--- src/rtl/core/swsh_pkg.sv ---
package swsh_pkg;

  localparam int unsigned WordW  = 64;
  localparam int unsigned LenW   = 32;
  localparam int unsigned SeedW  = 32;
  localparam int unsigned AccW   = 128;
  localparam int unsigned LimbW  = 32;
  localparam int unsigned StepW  = 3;
  localparam int unsigned MixShift = 29;

  localparam logic [StepW-1:0] LastStep = 3'd7;

  localparam logic [WordW-1:0] K_TABLE [16] = '{
    64'hb7e151628aed2a6a, 64'hbf7158809cf4f3c7,
    64'h62e7160f38b4da56, 64'ha784d9045190cfef,
    64'h324e7738926cfbe5, 64'hf4bf8d8d8c31d763,
    64'hda06c80abb1185eb, 64'h4f7c7b5757f59584,
    64'h90cfd47d7c19bb42, 64'h158d9554f7b46bce,
    64'hd55c4d79fd5f24d6, 64'h613c31c3839a2ddf,
    64'h8a9a276bcfbfa1c8, 64'h77c56284dab79cd4,
    64'hc2b3293d20e9e5ea, 64'hf02ac60acc93ed87
  };

  typedef enum logic [2:0] {
    ST_ACCUM,
    ST_MUL1,
    ST_MIX,
    ST_MUL2,
    ST_EMIT
  } state_e;

  // One partial product of the 128x64 multiply, truncated to 128 bits
  typedef struct packed {
    logic [1:0] acc_limb;
    logic       k_limb;
    logic [1:0] shift;
  } mul_sel_t;

  typedef struct packed {
    logic             accept;
    logic             mul_step;
    logic [StepW-1:0] mul_idx;
    logic             mul_last;
    logic             mix;
    logic             out_load;
  } dp_cmd_t;

  typedef struct packed {
    logic msg_last;
    logic out_free;
  } dp_status_t;

  function automatic mul_sel_t mul_sel(input logic [StepW-1:0] idx);
    mul_sel_t s;
    unique case (idx)
      3'd0:    s = '{acc_limb: 2'd0, k_limb: 1'b0, shift: 2'd0};
      3'd1:    s = '{acc_limb: 2'd1, k_limb: 1'b0, shift: 2'd1};
      3'd2:    s = '{acc_limb: 2'd2, k_limb: 1'b0, shift: 2'd2};
      3'd3:    s = '{acc_limb: 2'd3, k_limb: 1'b0, shift: 2'd3};
      3'd4:    s = '{acc_limb: 2'd0, k_limb: 1'b1, shift: 2'd1};
      3'd5:    s = '{acc_limb: 2'd1, k_limb: 1'b1, shift: 2'd2};
      3'd6:    s = '{acc_limb: 2'd2, k_limb: 1'b1, shift: 2'd3};
      default: s = '{acc_limb: 2'd0, k_limb: 1'b0, shift: 2'd0};
    endcase
    return s;
  endfunction

endpackage

--- src/rtl/core/swsh_ctrl.sv ---
module swsh_ctrl (
  input  logic                 clk_i,
  input  logic                 rst_ni,
  input  logic                 in_valid_i,
  output logic                 in_stall_o,
  input  swsh_pkg::dp_status_t status_i,
  output swsh_pkg::dp_cmd_t    cmd_o
);

  swsh_pkg::state_e state_q, state_d;
  logic [swsh_pkg::StepW-1:0] step_q, step_d;

  always_ff @(posedge clk_i or negedge rst_ni) begin
    if (!rst_ni) begin
      state_q <= swsh_pkg::ST_ACCUM;
      step_q  <= '0;
    end else begin
      state_q <= state_d;
      step_q  <= step_d;
    end
  end

  always_comb begin
    state_d      = state_q;
    step_d       = step_q;
    in_stall_o   = 1'b1;
    cmd_o        = '0;
    cmd_o.mul_idx = step_q;
    cmd_o.mul_last = (step_q == swsh_pkg::LastStep);
    unique case (state_q)
      swsh_pkg::ST_ACCUM: begin
        in_stall_o   = 1'b0;
        cmd_o.accept = in_valid_i;
        step_d       = '0;
        if (in_valid_i && status_i.msg_last) begin
          state_d = swsh_pkg::ST_MUL1;
        end
      end
      swsh_pkg::ST_MUL1: begin
        cmd_o.mul_step = 1'b1;
        step_d = step_q + swsh_pkg::StepW'(1);
        if (step_q == swsh_pkg::LastStep) begin
          state_d = swsh_pkg::ST_MIX;
        end
      end
      swsh_pkg::ST_MIX: begin
        cmd_o.mix = 1'b1;
        state_d   = swsh_pkg::ST_MUL2;
      end
      swsh_pkg::ST_MUL2: begin
        cmd_o.mul_step = 1'b1;
        step_d = step_q + swsh_pkg::StepW'(1);
        if (step_q == swsh_pkg::LastStep) begin
          state_d = swsh_pkg::ST_EMIT;
        end
      end
      swsh_pkg::ST_EMIT: begin
        // hold until the output register can take the hash
        if (status_i.out_free) begin
          cmd_o.out_load = 1'b1;
          state_d        = swsh_pkg::ST_ACCUM;
        end
      end
      default: begin
        state_d = swsh_pkg::ST_ACCUM;
      end
    endcase
  end

endmodule

--- src/rtl/core/swsh_dp.sv ---
module swsh_dp (
  input  logic                          clk_i,
  input  logic                          rst_ni,
  input  logic                          cfg_we_i,
  input  logic [swsh_pkg::SeedW-1:0]    cfg_wdata_i,
  input  logic [swsh_pkg::WordW-1:0]    data_word_i,
  input  logic [swsh_pkg::LenW-1:0]     message_length_i,
  output logic [swsh_pkg::WordW-1:0]    hash_value_o,
  output logic                          out_valid_o,
  input  logic                          out_stall_i,
  input  swsh_pkg::dp_cmd_t             cmd_i,
  output swsh_pkg::dp_status_t          status_o
);

  logic [swsh_pkg::SeedW-1:0] seed_q;
  logic [swsh_pkg::AccW-1:0]  acc_q, sum_q;
  logic [swsh_pkg::LenW-1:0]  rem_q;
  logic                       in_msg_q;
  logic [2*swsh_pkg::LimbW-1:0] prod_q, prod_d;
  logic [1:0]                 prod_sh_q;
  logic [swsh_pkg::WordW-1:0] hash_q;
  logic                       out_valid_q;

  logic [swsh_pkg::LenW-1:0]  rem_eff;
  logic [swsh_pkg::AccW-1:0]  acc_base, acc_add, sum_add, mix_val;
  logic [swsh_pkg::WordW-1:0] word_masked, k_word;
  logic [swsh_pkg::LimbW-1:0] a_limb, k_limb;
  logic                       msg_last;
  swsh_pkg::mul_sel_t         sel;

  assign rem_eff  = in_msg_q ? rem_q : message_length_i;
  assign msg_last = (rem_eff <= swsh_pkg::LenW'(8));
  assign acc_base = in_msg_q ? acc_q
                  : {64'd0, swsh_pkg::K_TABLE[0] ^ {seed_q, message_length_i}};

  // keep only the bytes still owed by the message
  always_comb begin
    for (int b = 0; b < 8; b++) begin
      word_masked[8*b +: 8] = (rem_eff > swsh_pkg::LenW'(b)) ? data_word_i[8*b +: 8] : 8'd0;
    end
  end

  assign acc_add = acc_base + {64'd0, word_masked};
  assign mix_val = acc_q ^ (acc_q >> swsh_pkg::MixShift);

  assign sel     = swsh_pkg::mul_sel(cmd_i.mul_idx);
  assign k_word  = swsh_pkg::K_TABLE[acc_q[3:0]];
  assign a_limb  = acc_q[swsh_pkg::LimbW*sel.acc_limb +: swsh_pkg::LimbW];
  assign k_limb  = sel.k_limb ? k_word[63:32] : k_word[31:0];
  assign prod_d  = {32'd0, a_limb} * {32'd0, k_limb};
  assign sum_add = sum_q + ({64'd0, prod_q} << {prod_sh_q, 5'd0});

  always_ff @(posedge clk_i or negedge rst_ni) begin
    if (!rst_ni) begin
      seed_q      <= '0;
      rem_q       <= '0;
      in_msg_q    <= 1'b0;
      out_valid_q <= 1'b0;
    end else begin
      if (cfg_we_i) begin
        seed_q <= cfg_wdata_i;
      end
      if (cmd_i.accept) begin
        rem_q    <= rem_eff - swsh_pkg::LenW'(8);
        in_msg_q <= !msg_last;
      end
      if (cmd_i.out_load) begin
        out_valid_q <= 1'b1;
      end else if (!out_stall_i) begin
        out_valid_q <= 1'b0;
      end
    end
  end

  always_ff @(posedge clk_i) begin
    if (cmd_i.accept) begin
      acc_q <= acc_add;
    end else if (cmd_i.mix) begin
      acc_q <= mix_val;
    end else if (cmd_i.mul_step && cmd_i.mul_last) begin
      acc_q <= sum_add;
    end
    if (cmd_i.mul_step) begin
      prod_q    <= prod_d;
      prod_sh_q <= sel.shift;
      // first step has no product in flight yet
      sum_q <= (cmd_i.mul_idx == '0) ? '0 : sum_add;
    end
    if (cmd_i.out_load) begin
      hash_q <= acc_q[127:64] + acc_q[63:0];
    end
  end

  assign status_o.msg_last = msg_last;
  assign status_o.out_free = !out_valid_q || !out_stall_i;
  assign hash_value_o      = hash_q;
  assign out_valid_o       = out_valid_q;

endmodule

--- src/rtl/core/seeded_word_sum_hash64.sv ---
// Seeded word-sum hash with a 64-bit result.
// Input channel: in_valid_i / in_stall_o with data_word_i and message_length_i.
// The first word of a message carries the byte length; a zero-length message
// is a single transfer whose data is ignored. Upper bytes of the last word
// beyond the length are dropped.
// Output channel: out_valid_o / out_stall_i with hash_value_o, one result per
// message, held in an output register until the receiver takes it.
// Configuration: cfg_we_i writes cfg_wdata_i to the seed; the seed is sampled
// on the first word of each message.
// Throughput: one word per cycle within a message. The final word starts a
// finalizer of two 128x64 multiplies, each eight steps of one shared 32x32
// multiplier, with a mix step between; the input stays stalled after the final
// word until the hash is loaded into the output register, which raises out_valid_o.
// A stalled receiver holds the hash; a following message may stream in, and
// its finalizer waits only if the previous hash has not been taken yet.
// Reset clears the message state, the seed and the output valid.
module seeded_word_sum_hash64 (
  input  logic        clk_i,
  input  logic        rst_ni,
  input  logic        cfg_we_i,
  input  logic [31:0] cfg_wdata_i,
  input  logic        in_valid_i,
  output logic        in_stall_o,
  input  logic [63:0] data_word_i,
  input  logic [31:0] message_length_i,
  output logic        out_valid_o,
  input  logic        out_stall_i,
  output logic [63:0] hash_value_o
);

  swsh_pkg::dp_cmd_t    cmd;
  swsh_pkg::dp_status_t status;

  swsh_ctrl u_ctrl (
    .clk_i      (clk_i),
    .rst_ni     (rst_ni),
    .in_valid_i (in_valid_i),
    .in_stall_o (in_stall_o),
    .status_i   (status),
    .cmd_o      (cmd)
  );

  swsh_dp u_dp (
    .clk_i            (clk_i),
    .rst_ni           (rst_ni),
    .cfg_we_i         (cfg_we_i),
    .cfg_wdata_i      (cfg_wdata_i),
    .data_word_i      (data_word_i),
    .message_length_i (message_length_i),
    .hash_value_o     (hash_value_o),
    .out_valid_o      (out_valid_o),
    .out_stall_i      (out_stall_i),
    .cmd_i            (cmd),
    .status_o         (status)
  );

endmodule

--- config.mk ---
export PLATFORM = sky130hd
export DESIGN_NAME = seeded_word_sum_hash64
export DESIGN_NICKNAME = d
export VERILOG_FILES = /design/src/rtl/core/swsh_pkg.sv /design/src/rtl/core/swsh_ctrl.sv /design/src/rtl/core/swsh_dp.sv /design/src/rtl/core/seeded_word_sum_hash64.sv
export SDC_FILE = /design/constraint.sdc
export NUM_CORES = 2
export LEC_CHECK = 0
export ABC_AREA = 0
export BUFFER_PORTS_ARGS = -buffer_cell sky130_fd_sc_hd__buf_4
export CORE_MARGIN = 1.5
export CORE_UTILIZATION = 55
export DETAILED_ROUTE_END_ITERATION = 8
export PLACE_DENSITY = 0.7
export SLEW_MARGIN = 15
export SYNTH_ARGS = -nofsm -noshare
export SYNTH_HDL_FRONTEND = slang
export SYNTH_HIERARCHICAL = 1
export SYNTH_SLANG_ARGS = --single-unit
export TNS_END_PERCENT = 10
--- constraint.sdc ---
create_clock -name clk_i -period 12.2 [get_ports clk_i]
set_clock_uncertainty 0.15 [all_clocks]
set_input_delay 1.22 -clock clk_i [delete_from_list [all_inputs] [get_ports clk_i]]
set_output_delay 1.22 -clock clk_i [all_outputs]
set_load 0.01 [all_outputs]
==> results_dict.tcl <==
set metrics [dict create \
    synth-seq-cells 458 \
    io_pins 199 \
    max_stage_delay_ps 1020 \
    wl_met2_um 136000 \
    synthArstFlopShare_pct 15.72 \
    finalHoldViolCount 0 \
    multi_input_area_um2 55290 \
    regArea_um2 13400 \
    worst_slew_pin_slew_ps 1251 \
    detail-route-antenna-nets 0 \
    firstDrtPassIters 9 \
    yosys_warnings 6 \
    m1WireLength_um 115700 \
    antenna_found_initial 10 \
    cts_buffers 56 \
    drc_errors 0 \
    wl_per_cell_um 30.54 \
    tns_ps 0 \
    synthCells 8807 \
    hold_class "in -> async" \
    synth_area_per_cell_um2 8.435 \
    cts_resized 0 \
    die_x_um 370.5 \
    fin_ws_ps 934.0 \
    grt_usage_pct 46.67 \
    netlist_area_um2 74280 \
    design.die.area_um2 137300 \
    grt_pass1_wl_um 464300 \
    clk_path_buf_depth 3 \
    vias_per_cell 6.533 \
    drive_above_1_share_pct 8.628 \
    synth_fp_nets 10370 \
    nets 10280 \
    path_buf_inv 4 \
    routabilityCongestion 1.086 \
    required_ps 12470 \
    vias 68810 \
    dp_cells 10420 \
    min_period_over_period_pct 92.34 \
    clk_latency_ps 700 \
    fin_crit_ps 11270 \
    syn_to_final_growth_pct 7.261 \
    ctsHoldBuffers 0 \
    path_max_fanout 35 \
    synth.area.top_cells "fa_1 (24%), edfxtp_1 (16%), ha_1 (8.9%)" \
    slew_headroom_pct 16.13 \
    htree_num_levels 2 \
    fin_cells 10530 \
    end_kind "flop" \
    dp_hpwl_um 254200 \
    cts_num_sinks 458 \
    root_buffer "clkbuf_16" \
    first_iter_violations 8770 \
    final_max_slew_viol_count 0 \
    synth.largest_area_cell "fa_1" \
    rows 134 \
    setup.worst_path.class "reg -> reg" \
    dr_wl_met3_um 37770 \
    yosysSeqAreaShare_pct 18.03 \
    fillCellCount 12100 \
    startpoint_type "flop" \
    critical-path-top-cell-by-count "fa_1" \
    routed_wl_um 321700 \
    setup_viol 0 \
    routed.top_layer "met5" \
    status "finished, final reports clean" \
    post-place-ws_ps 1305 \
    core_um2 133800 \
    post_cts_buffers 0 \
    grt_overflow 0 \
    ys_types 105 \
    cts_tree "done" \
    synth-edff-count 386 \
    cp_top_family "adder cells" \
    hold_ws_ps 345.6 \
    cpMaxStageDelayCell "o221a_2" \
    clk_pin_slew_ps 70 \
    synth_top_area_share_pct 24.23 \
    critPathArrivalTime_ps 11530 \
    grt_max_degree 134 \
    die_h_um 370.5 \
    grt_pass1_vias 69040 \
    max_freq_mhz 88.76 \
    ys.flop_type "edfxtp_1" \
    max-cap-violations 0 \
    port_buffers 198 \
    rsz0062_at_grt "no" \
    initial_core_util_pct 55.52 \
]
## cell usage after synthesis, drive strengths merged, types with 31 or more instances
cell type / count
a211oi: 51
a21o: 178
a21oi: 578
a22o: 37
a31oi: 52
and2: 131
and3: 40
buf: 83
clkbuf: 462
dfrtp: 72
edfxtp: 386
fa: 899
ha: 531
inv: 1026
mux2: 81
mux2i: 58
nand2: 980
nand2b: 62
nand3: 156
nand4: 160
nor2: 1074
nor2b: 89
nor3: 114
o211ai: 40
o21a: 47
o21ai: 380
o21bai: 84
o221a: 41
o221ai: 49
o22ai: 61
o31ai: 32
or2: 31
xnor2: 254
xor2: 212
## sequential cells by signal (all words and copies together) (netlist names)
signal / cells
u_dp/seed_q: 32
u_dp/in_msg_q: 1
u_ctrl/state_q: 3
u_dp/prod_sh_q: 2
u_dp/rem_q: 32
u_dp/hash_value_o: 64
u_ctrl/step_q: 3
u_dp/sum_q: 128
u_dp/prod_q: 64
u_dp/acc_q: 128
u_dp/out_valid_o: 1
## routing by layer
layer / GRT usage, % / vias up
met3: 12.56 / 1268
met2: 69.58 / 4627
met4: 36.81 / 10
li1: - / 29310
met5: 0.1049 / -
met1: 57.25 / 33590
## area by class of cell
class                           count  share of cell area (%)
Antenna cell                        3                0.009422
Clock buffer                       69                   1.924
Clock inverter                     37                  0.4789
Inverter                         1030                   4.852
Multi-Input combinational cell   6773                   69.39
Sequential cell                   458                   16.81
Tap cell                         1768                   2.776
Timing Repair Buffer              395                   3.753
## per-stage QoR
step	utilization (%)	cell area [um^2]
floorplan	-	74290
global placement	58.12	77760
detailed placement	58.12	77760
CTS	59.55	79670
global route	59.55	79670
finish	59.55	79680
## cell usage in the layout, fill, tap and decap left out, drive strengths merged, types with 40 or more instances in the layout
cell and count:
nand4 160, nor2b 89, and3 40, o221a 41, mux2 81, nand2 980
a31oi 52, o21bai 84, ha 531, o211ai 40, a211oi 51, fa 899
nor3 114, xnor2 254, o22ai 61, and2 131, nand3 156, nand2b 62
o21ai 380, inv 1032, edfxtp 386, nor2 1074, xor2 212, buf 395
mux2i 58, clkbuf 69, o21a 47, a21oi 578, dfrtp 72, o221ai 49
a21o 178
## final timing paths
check                            startpoint  cells after the start              end  slack [ps]
max                        u_ctrl/step_q[1]                     25  u_dp/prod_q[56]         930
min                                  rst_ni                      1   u_dp/seed_q[1]         350
max reg2reg                u_ctrl/step_q[1]                     25  u_dp/prod_q[56]         930
min reg2reg                  u_dp/seed_q[0]                      1   u_dp/seed_q[0]         360
max in group asynchronous            rst_ni                      2    u_dp/in_msg_q       10450
min in group clk_i           u_dp/seed_q[0]                      1   u_dp/seed_q[0]         360
## cells by family after synthesis
| logic type | after synthesis | synth area share [%] |
|---|---|---|
| AOI/OAI and AO/OA | 1801 | 15.62 |
| xor gates and xnor gates | 466 | 5.504 |
| adders and majority gates | 1430 | 33.17 |
| buffers and inverters | 1576 | 8.093 |
| DFF | 458 | 18.03 |
| muxes | 139 | 2.019 |
| and+or+nand+nor | 2937 | 17.57 |
Power is left out: the tool's default activity adds up to more than one toggle a clock period on the data nets, which glitch-free logic cannot reach.
